===== src/rtl/core/twd_ram.sv =====
// ---------------------------------------------------------------------------
// twd_ram: generic single-write, single-read synchronous RAM
// One write port and one read port; the read data is registered, so it
// appears in the cycle after the address.
// ---------------------------------------------------------------------------
`default_nettype none

module twd_ram #(
    parameter int WIDTH = 8,
    parameter int DEPTH = 16
) (
    input  wire logic                     i_clk,
    input  wire logic                     i_we,
    input  wire logic [$clog2(DEPTH)-1:0] i_waddr,
    input  wire logic [WIDTH-1:0]         i_wdata,
    input  wire logic [$clog2(DEPTH)-1:0] i_raddr,
    output logic      [WIDTH-1:0]         o_rdata
);

    logic [WIDTH-1:0] r_mem [DEPTH];
    logic [WIDTH-1:0] r_rdata;

    // Write port; addresses beyond the depth are dropped.
    always_ff @(posedge i_clk) begin
        if (i_we && (32'(i_waddr) < DEPTH)) begin
            r_mem[i_waddr] <= i_wdata;
        end
    end

    // Registered read port.
    always_ff @(posedge i_clk) begin
        r_rdata <= r_mem[i_raddr];
    end

    assign o_rdata = r_rdata;

endmodule

`default_nettype wire


===== config.mk =====
export PLATFORM = sky130hd
export DESIGN_NAME = twd_ram
export DESIGN_NICKNAME = d
export VERILOG_FILES = /design/src/rtl/core/twd_ram.sv
export SDC_FILE = /design/constraint.sdc
export NUM_CORES = 1
export LEC_CHECK = 0
export BUFFER_PORTS_ARGS = -buffer_cell sky130_fd_sc_hd__buf_4
export CAP_MARGIN = 20
export CORE_UTILIZATION = 50
export DETAILED_ROUTE_END_ITERATION = 6
export PLACE_DENSITY = 0.77
export SETUP_SLACK_MARGIN = 0.15
export SLEW_MARGIN = 20
export SYNTH_ARGS = -nofsm -noshare
export SYNTH_HDL_FRONTEND = slang
export SYNTH_SLANG_ARGS = --single-unit
export TNS_END_PERCENT = 5

===== constraint.sdc =====
create_clock -name i_clk -period 1.9 [get_ports i_clk]
set_clock_uncertainty 0.2 [all_clocks]
set_input_delay 0.38 -clock i_clk [delete_from_list [all_inputs] [get_ports i_clk]]
set_output_delay 0.38 -clock i_clk [all_outputs]
set_load 0.02 [all_outputs]

==> key figures, run 1 <==
Global route
  • Global-route usage over all layers: 0.217
  • First-pass GRT wire length: 15.4 mm
  • GR Overflow Total: 0
  • Largest net degree at the start of global routing: 17
  • Vias in the first global route: 2626
  • Initial antenna violation count: 0

Worst setup path
  • Type of element launching the critical path: flip-flop
  • Critical path endpoint category: output port
  • Worst EP required: 1.32 ns
  • Levels on crit path: 1
  • Critical Path End: o_rdata[0]
  • R2R Setup Slk: 0.33 ns
  • Max stage delay on crit path: 0.38 ns
  • Setup CP Type: reg -> out
  • CP arrival: 1.06 ns
  • Cells on worst reg2reg path: 3
  • Worst path slowest cell: dfxtp_1
  • Crit-path max FO: 1
  • Critical path's top delay family: flip-flops
  • Reg-to-reg startpoint: r_mem[11][6]$_DFFE_PP_
  • Crit Reg-Reg Endpoint: o_rdata[6]$_DFF_P_
  • Cells along the critical path: buf_4
  • Buf+Inv Stages, Crit Path: 1
  • Critical Path Start: o_rdata[0]$_DFF_P_

Place
  • Pre-CTS WS: -0.0779 ns
  • Post-DP Area: 5710 um2
  • Number of port buffers: 25
  • RePlAce Congestion: 0.749
  • Post-DP HPWL: 6.38 mm

STA
  • Hold WS: 0.167 ns
  • Relative slew slack: 0.453
  • RSZ-0062 raised after global routing: no
  • F_max: 608 MHz
  • Post-route setup TNS: 0 ns
  • Final Slew Violations: 0
  • Final Hold Viols: 0
  • Worst Tran Pin Value: 0.819 ns
  • Setup ws final: 0.255 ns
  • Fin crit share: 0.866
  • Tmin final: 1.64 ns
  • Endpoints failing setup: 0

Logic synthesis
  • Synth warnings: 0
  • Mapped Avg Cell Area: 22.5 um2
  • Syn_nets: 247
  • Netlist cell types: 19
  • Synthesized flop and latch total: 136
  • Cell area after synthesis: 5150 um2
  • Syn Inst Count: 229
  • Seq/Total Area, Yosys: 0.778

Layout
  • Most frequent cells in the layout: edfxtp_1, buf_4, mux4_2
  • Fill count: 634
  • Area of the multi-input gates: 1060 um2
  • FF/Latch Area: 4000 um2
  • Post-route cell area: 6370 um2
  • Fin util: 0.646
  • Layout area overhead: 23.8%
  • N_diodes: 0
  • Nets: 321
  • Most common cell after layout, fill and taps aside: edfxtp_1
  • Layout cells sized above 1: 0.345

Die
  • Die area: 10700 um2
  • Die width: 103 um
  • Num rows: 36
  • I/O Pins: 26
  • Starting density of the core: 0.522
  • Die Ht: 103 um
  • Core Area: 9860 um2

Clocking
  • CTS tree: built
  • Htree depth: 4
  • Clk slew on worst S/H paths: 0.07 ns
  • Post-CTS setup buffer count: 0
  • CTS Buf Count: 17
  • Clk sinks: 136
  • Root buf cell: clkbuf_8
  • Clock latency on the worst-skew pair: 0.52 ns
  • CTS Buffer Depth: 2

Hold path
  • Min-delay worst type: in -> reg
  • Hold Startpoint: i_waddr[0]

Routing
  • Initial DRT Pass Iterations: 5
  • Vias per cell: 5.65
  • Overall via count from detail_route: 2537
  • Initial DRC Count: 253
  • WL per Instance: 23.0 um
  • Antenna Nets Post-Route: 0
  • WL final: 10.3 mm
  • # DRC: 0

Run status
  • Status: completed

Flow run
  • Max_cap viols: 0

Pwr
  • PwrDens: 1090 nW/um2
  • Pleak: 0.00221 uW
  • Max VDD drop: 0.652 mV
-- where the power goes --
part           internal [uW]  total, uW  switching [uW]
clock network           1890       3170            1270
logic                    181        384             202
registers               3350       3380            24.0
-- metal layers --
metal  GRT usage  vias up  part of all wire
met5           0        -                 0
met4      0.0878        0             0.013
met3      0.0591       12             0.070
met2       0.348      102              0.51
met1       0.283     1297              0.40
li1            -     1126                 -
-- worst min-delay path by stage --
stage	slack, ns	depth (start not counted)	to
floorplan	0.28	0	r_mem[0][0]$_DFFE_PP_
global placement	0.45	3	o_rdata[0]$_DFF_P_
detailed placement	0.46	3	o_rdata[0]$_DFF_P_
CTS	0.14	3	r_mem[12][2]$_DFFE_PP_
global route	0.16	3	r_mem[12][2]$_DFFE_PP_
finish	0.17	3	r_mem[12][2]$_DFFE_PP_
-- cells by family after synthesis --
family / count (synthesis) / share of synthesized area
and+or+nand+nor: 35 / 0.0318
buffers and inverters: 10 / 0.0168
AOI/OAI and AO/OA: 16 / 0.0233
DFF: 136 / 0.778
muxes: 32 / 0.150
-- cell usage after synthesis --
| cell type | n | share of area |
|---|---|---|
| a22oi_1 | 16 | 0.023 |
| and2_1 | 1 | 0.0012 |
| and2b_1 | 1 | 0.0015 |
| buf_2 | 3 | 0.0029 |
| buf_4 | 1 | 0.0015 |
| buf_6 | 3 | 0.0066 |
| clkdlybuf4s25_2 | 3 | 0.0058 |
| dfxtp_1 | 8 | 0.031 |
| edfxtp_1 | 128 | 0.75 |
| mux4_1 | 14 | 0.071 |
| mux4_2 | 18 | 0.079 |
| nand2_1 | 9 | 0.0066 |
| nand2b_1 | 2 | 0.0024 |
| nand3_1 | 1 | 0.00097 |
| nand3b_1 | 2 | 0.0029 |
| nor2_1 | 13 | 0.0095 |
| nor2b_1 | 1 | 0.0012 |
| nor3_1 | 4 | 0.0039 |
| or3b_2 | 1 | 0.0017 |
-- stage by stage --
step / power [uW] / std cells
3_3_place_gp: 3800 / 409
5_1_grt: 7140 / 449
6_report: 6930 / 449
4_1_cts: 6990 / 449
2_1_floorplan: 3630 / 229
3_5_place_dp: 3810 / 409
-- state kept, by name, indices dropped and copies added (netlist names) --
name and count:
o_rdata 8, r_mem 128
-- repair_timing --
| action | 4_1_cts | 5_1_grt |
|---|---|---|
| hold buffers | 8 | 0 |
| endpoints found under the hold margin | 128 | 0 |
| endpoints found under the setup margin | 0 | 0 |
| resized for setup | 0 | 0 |
-- cell type report --
type,count,area share
Sequential cell,136,0.628
Multi-Input combinational cell,83,0.167
Timing Repair Buffer,65,0.0876
Clock buffer,17,0.0650
Clock inverter,15,0.0263
Tap cell,133,0.0261
Power figures use the tool's default switching activity.
==> run 2, diff against run 1 <==
--- a/config.mk
+++ b/config.mk
@@ -7,9 +7,11 @@
 export LEC_CHECK = 0
 export BUFFER_PORTS_ARGS = -buffer_cell sky130_fd_sc_hd__buf_4
 export CAP_MARGIN = 20
-export CORE_UTILIZATION = 50
+export CELL_PAD_IN_SITES_DETAIL_PLACEMENT = 0
+export CELL_PAD_IN_SITES_GLOBAL_PLACEMENT = 2
+export CORE_UTILIZATION = 43
 export DETAILED_ROUTE_END_ITERATION = 6
-export PLACE_DENSITY = 0.77
+export PLACE_DENSITY = 0.81
 export SETUP_SLACK_MARGIN = 0.15
 export SLEW_MARGIN = 20
 export SYNTH_ARGS = -nofsm -noshare
==> run 2 against run 1 <==
The run now ends with design-rule violations left. Power shrank 0.87%. Via count is 5.7% lower. Highest routed layer unchanged. Non-clock buffer count is 15 lower. Count of clock-buffer cells in the layout up 2.
==> key figures, run 2 (synthesis results as in run 1) <==
Pwr
  • Sw frac: 0.193 (-0.0238)
  • Max VDD drop: 0.477 mV (-27%)
  • Switching pwr: 1320 uW (-12%)
  • Int Power: 5540 uW (+2.1%)
  • Combinational power share: 0.052 (-0.003)
  • Reg power frac: 0.492 (+0.005)
  • PwrDens: 1100 nW/um2 (+1.5%)
  • Pleak: 0.00214 uW (-3.3%)
  • Clock power share: 0.456 (about the same)

Die
  • Starting density of the core: 0.445 (-0.0767)
  • Core Area: 11600 um2 (+17%)
  • Die area: 12400 um2 (+16%)
  • Num rows: 39 (+8.3%)
  • Die Ht: 111 um (+7.7%)
  • I/O Pins: 26 (unchanged)
  • Die width: 111 um (+7.7%)

Clocking
  • Cts hold-fix bufs: 0 (-8)
  • CTS tree: built
  • PostCTS Resize Cnt: 0 (unchanged)
  • CTS Buffer Depth: 2 (unchanged)
  • Clock latency on the worst-skew pair: 0.42 ns (-0.10 ns)
  • Post-CTS setup buffer count: 0 (unchanged)
  • Htree depth: 4 (unchanged)
  • CTS Buf Count: 17 (unchanged)
  • Clk sinks: 136 (unchanged)
  • Root buf cell: clkbuf_16
  • Clk slew on worst S/H paths: 0.05 ns (-0.02 ns)

Layout
  • Layout cells sized above 1: 0.309 (-0.0360)
  • Most common cell after layout, fill and taps aside: edfxtp_1
  • Max reg flops: 128 (unchanged)
  • Fill count: 861 (+36%)
  • Nets: 306 (-4.7%)
  • Layout area overhead: 21.0%
  • Fin util: 0.538 (-0.108)
  • FF/Latch Area: 4000 um2 (unchanged)
  • N_diodes: 0 (unchanged)
  • Area of the multi-input gates: 1060 um2 (unchanged)
  • Most frequent cells in the layout: edfxtp_1, buf_4, mux4_2
  • Biggest register: r_mem

Worst setup path
  • Setup CP Type: reg -> reg
  • Crit-path max FO: 1 (unchanged)
  • Max stage delay on crit path: 0.51 ns (+0.13 ns)
  • Type of element launching the critical path: flip-flop
  • Critical path endpoint category: flip-flop
  • CP arrival: 1.67 ns (+0.61 ns)
  • Worst path slowest cell: mux4_1
  • Worst EP required: 1.99 ns (+0.67 ns)
  • Critical path's top delay family: multiplexers
  • Cells along the critical path: mux4_1 > a22oi_1 > nand2_1
  • Buf+Inv Stages, Crit Path: 0 (-1)

Routing
  • WL per Instance: 21.5 um (-6.3%)
  • Antenna Nets Post-Route: 0 (unchanged)
  • # DRC: 8 (+8)
  • WL final: 9.56 mm (-7.3%)
  • Initial DRC Count: 149 (-41%)
  • Initial DRT Pass Iterations: 6 (+1)
  • Vias per cell: 5.39 (-4.7%)
  • Overall via count from detail_route: 2392 (-5.7%)

STA
  • Post-route setup TNS: 0 ns (unchanged)
  • Final Slew Violations: 0 (unchanged)
  • Endpoints failing setup: 0 (unchanged)
  • F_max: 634 MHz (+4.4%)
  • Tmin final: 1.58 ns (-0.0687 ns)
  • RSZ-0062 raised after global routing: no
  • Setup ws final: 0.324 ns (+0.0687 ns)
  • Fin crit share: 0.830 (-0.0362)
  • Final Hold Viols: 0 (unchanged)
  • Hold WS: 0.0729 ns (-0.0937 ns)
  • Worst Tran Pin Value: 0.725 ns (-0.0942 ns)
  • Relative slew slack: 0.516 (+0.0629)

Place
  • Number of port buffers: 25 (unchanged)
  • Post-DP HPWL: 6.33 mm (-0.80%)
  • Pre-CTS WS: -0.0483 ns (+0.0296 ns)
  • RePlAce Congestion: 0.702 (-6.3%)

Run status
  • Failing checks: design-rule violations
  • Status: complete, but fails checks

Global route
  • Vias in the first global route: 2524 (-3.9%)
  • Largest net degree at the start of global routing: 17 (unchanged)
  • First-pass GRT wire length: 14.9 mm (-3.5%)
  • GR Overflow Total: 0 (unchanged)
  • Initial antenna violation count: 0 (unchanged)
  • Global-route usage over all layers: 0.171 (-0.0452)

Hold path
  • Min-delay worst type: in -> reg

Flow run
  • Max_cap viols: 0 (unchanged)
-- run 2: layer usage --
metal	vias to the layer above	track usage	share of wire
met4	0	0.0649	0.0096
li1	1090	-	-
met2	74	0.265	0.50
met5	-	0	0
met1	1221	0.227	0.45
met3	7	0.0572	0.049
-- run 2: power groups by stage --
| stage | clock network, uW | registers, uW | logic [uW] |
|---|---|---|---|
| floorplan | 0 | 3460 | 171 |
| global placement | 0 | 3430 | 355 |
| detailed placement | 0 | 3440 | 362 |
| CTS | 3180 | 3380 | 364 |
| global route | 3330 | 3380 | 385 |
| finish | 3130 | 3380 | 359 |
-- run 2: layout make-up --
class	count	area share
repair buffers	50	0.0663
multi-input cells	83	0.171
flip-flops and latches	136	0.643
clock inverters	13	0.0217
well taps	143	0.0287
clock buffers	19	0.0695
-- run 2: through the flow --
| stage | total power, uW | cells | area, um2 |
|---|---|---|---|
| floorplan | 3630 | 229 | 5150 |
| CTS | 6920 | 444 | 6230 |
| global placement | 3790 | 412 | 5660 |
| detailed placement | 3800 | 412 | 5660 |
| finish | 6870 | 444 | 6230 |
| global route | 7100 | 444 | 6230 |
-- run 2: worst paths after layout --
kind / slack, ns / end / cells past startpoint / startpoint
worst max-delay path: 0.32 / o_rdata[1]$_DFF_P_ / 3 / r_mem[1][1]$_DFFE_PP_
worst min-delay path: 0.07 / r_mem[9][5]$_DFFE_PP_ / 1 / i_wdata[5]
worst max register to register: 0.32 / o_rdata[1]$_DFF_P_ / 3 / r_mem[1][1]$_DFFE_PP_
worst min register to register: 0.47 / o_rdata[3]$_DFF_P_ / 3 / r_mem[14][3]$_DFFE_PP_
-- run 2: worst reg2reg max path: cells and delay by family (launching register included) --
kind / cells / cell delay [ns]
simple gates: 1 / 0.10
flops: 1 / 0.37
compound gates: 1 / 0.28
mux: 1 / 0.51
==> run 3, diff against run 2 <==
==> constraint.sdc (replaced) <==
create_clock -name i_clk -period 1.4 [get_ports i_clk]
set_clock_uncertainty 0.2 [all_clocks]
set_input_delay 0.28 -clock i_clk [delete_from_list [all_inputs] [get_ports i_clk]]
set_output_delay 0.28 -clock i_clk [all_outputs]
set_load 0.02 [all_outputs]
==> run 3 against run 2 <==
The run ends with design-rule violations, negative setup slack left. Fmax rose by 8.9%. Non-clock buffer count rose by 16. Sequential share of layout area down 3.0 points. Largest power group unchanged. Combinational power rose by 65%. Wire length shrank 1.0%. Critical path type unchanged. Largest cell class unchanged. Highest routed layer unchanged.
==> key figures, run 3 (synthesis results as in run 1) <==
Place
  • Pre-CTS WS: -0.469 ns (-0.421 ns)
  • Number of port buffers: 25 (unchanged)
  • RePlAce Congestion: 0.723 (+3.0%)
  • Post-DP HPWL: 6.16 mm (-2.7%)
  • Placed instance count: 420 (+1.9%)

Run status
  • Failing checks: design-rule violations, negative setup slack
  • Status: complete, but fails checks

Die
  • Die width: 111 um (unchanged)
  • Num rows: 39 (unchanged)
  • Core Area: 11600 um2 (unchanged)
  • Die Ht: 111 um (unchanged)
  • Die area: 12400 um2 (unchanged)
  • Starting density of the core: 0.445 (unchanged)
  • I/O Pins: 26 (unchanged)

Clocking
  • CTS tree: built
  • Root buf cell: clkbuf_16
  • CTS Buffer Depth: 2 (unchanged)
  • Htree depth: 4 (unchanged)
  • Clk slew on worst S/H paths: 0.06 ns (about the same)
  • Clk sinks: 136 (unchanged)
  • Clock latency on the worst-skew pair: 0.41 ns (about the same)
  • CTS Buf Count: 17 (unchanged)

Worst setup path
  • Critical path endpoint category: flip-flop
  • Reg-to-reg startpoint: r_mem[3][7]$_DFFE_PP_
  • R2R Setup Slk: -0.05 ns (-0.37 ns)
  • Cells on worst reg2reg path: 3 (unchanged)
  • Cells along the critical path: mux4_2 > a22oi_2 > nand2_1
  • Buf+Inv Stages, Crit Path: 0 (unchanged)
  • Crit-path max FO: 1 (unchanged)
  • Setup CP Type: reg -> reg
  • Levels on crit path: 3 (unchanged)
  • CP arrival: 1.54 ns (-0.13 ns)
  • Crit Reg-Reg Endpoint: o_rdata[7]$_DFF_P_
  • Critical Path End: o_rdata[7]$_DFF_P_
  • Type of element launching the critical path: flip-flop
  • Max stage delay on crit path: 0.49 ns (-0.02 ns)
  • Critical path's top delay family: multiplexers
  • Worst EP required: 1.49 ns (-0.50 ns)
  • Worst path slowest cell: mux4_2
  • Critical Path Start: r_mem[3][7]$_DFFE_PP_

Pwr
  • Total chip power: 9360 uW (+36%)
  • PwrDens: 1430 nW/um2 (+30%)
  • Pleak: 0.00218 uW (+2.2%)
  • Max VDD drop: 0.861 mV (+81%)

STA
  • RSZ-0062 raised after global routing: yes
  • Hold WS: 0.240 ns (+0.167 ns)
  • Worst Tran Pin Value: 1.02 ns (+0.300 ns)
  • F_max: 691 MHz (+8.9%)
  • Fin crit share: 1.03 (+0.204)
  • Setup ws final: -0.0475 ns (-0.371 ns)
  • Endpoints failing setup: 7 (+7)
  • Relative slew slack: 0.315 (-0.201)
  • Tmin final: 1.45 ns (-0.129 ns)
  • Final Hold Viols: 0 (unchanged)
  • Final Slew Violations: 0 (unchanged)

Layout
  • Max reg flops: 128 (unchanged)
  • Layout area overhead: 27.0%
  • Most common cell after layout, fill and taps aside: edfxtp_1
  • Layout cells sized above 1: 0.435 (+0.126)
  • Area of the multi-input gates: 1090 um2 (+2.9%)
  • Biggest register: r_mem
  • Nets: 322 (+5.2%)
  • N_diodes: 0 (unchanged)
  • FF/Latch Area: 4010 um2 (about the same)
  • Fin cells: 460 (+3.6%)
  • Fill count: 839 (-2.6%)
  • Most frequent cells in the layout: edfxtp_1, buf_4, mux4_2

Global route
  • Vias in the first global route: 2605 (+3.2%)
  • Largest net degree at the start of global routing: 17 (unchanged)
  • GR Overflow Total: 0 (unchanged)
  • First-pass GRT wire length: 15.0 mm (+0.69%)
  • Initial antenna violation count: 0 (unchanged)
  • Global-route usage over all layers: 0.172 (+0.000632)

Routing
  • Vias per cell: 5.34 (-0.90%)
  • Overall via count from detail_route: 2456 (+2.7%)
  • Initial DRT Pass Iterations: 7 (+1)
  • Antenna Nets Post-Route: 0 (unchanged)
  • WL per Instance: 20.6 um (-4.5%)
  • # DRC: 8 (unchanged)
  • WL final: 9.46 mm (-1.0%)
  • Initial DRC Count: 154 (+3.4%)

Hold path
  • Min-delay worst type: in -> reg
  • Hold Startpoint: i_waddr[0]

Flow run
  • Max_cap viols: 0 (unchanged)
[run 3: cell count changes in the layout (fill, tap and decap cells not counted), moves of 10 or more]
cell and change:
buf_6 +14, mux4_1 -14, mux4_2 +14, buf_4 -13
a22oi_1 -10, a22oi_2 +10
[run 3: report_power, final]
group          switching [uW]  internal, uW  total [uW]
Combinational             288           305         593
Sequential               33.1          4560        4590
Clock                    1570          2610        4170
[run 3: final cells by class]
cell class,count,share of cell area
clock buffer,20,0.0668
clock inverter,12,0.0197
multi-input combinational,83,0.167
sequential,136,0.613
tap,143,0.0274
timing repair buffer,66,0.106
[run 3: layer usage]
metal / wire [um] / part of all wire / GRT usage
met1: 4110 / 0.43 / 0.226
met2: 4820 / 0.51 / 0.275
met3: 350 / 0.037 / 0.0430
met4: 178 / 0.019 / 0.0748
met5: 0 / 0 / 0
[run 3: timing repair]
| action | in CTS | in global routing |
|---|---|---|
| buffers inserted | 0 | 0 |
| gates resized for setup | 16 | 12 |
| endpoints found under the hold margin | 128 | 0 |
| setup endpoints to repair | 24 | 60 |
| hold buffers | 8 | 0 |
| pin swaps | 6 | 5 |
[run 3: worst register-to-register path: stages (launching register included)]
cell	delay, ns
edfxtp_1	0.36
mux4_2	0.49
a22oi_2	0.20
nand2_1	0.08
[run 3: how the worst min path moves through the flow]
stage          depth (start not counted)                    end
2_1_floorplan                          0  r_mem[0][0]$_DFFE_PP_
3_3_place_gp                           1  r_mem[8][3]$_DFFE_PP_
3_5_place_dp                           1  r_mem[9][3]$_DFFE_PP_
4_1_cts                                4  r_mem[0][3]$_DFFE_PP_
5_1_grt                                4  r_mem[0][3]$_DFFE_PP_
6_report                               4  r_mem[8][6]$_DFFE_PP_
[run 3: through the flow]
stage | utilization | TNS (ns) | instance area (um2)
global placement | 0.500 | -27.06 | 5790
global route | 0.565 | -0.628 | 6540
CTS | 0.561 | -0.326 | 6490
floorplan | - | -9.14 | 5150
detailed placement | 0.500 | -28.03 | 5790
finish | 0.565 | -0.195 | 6540
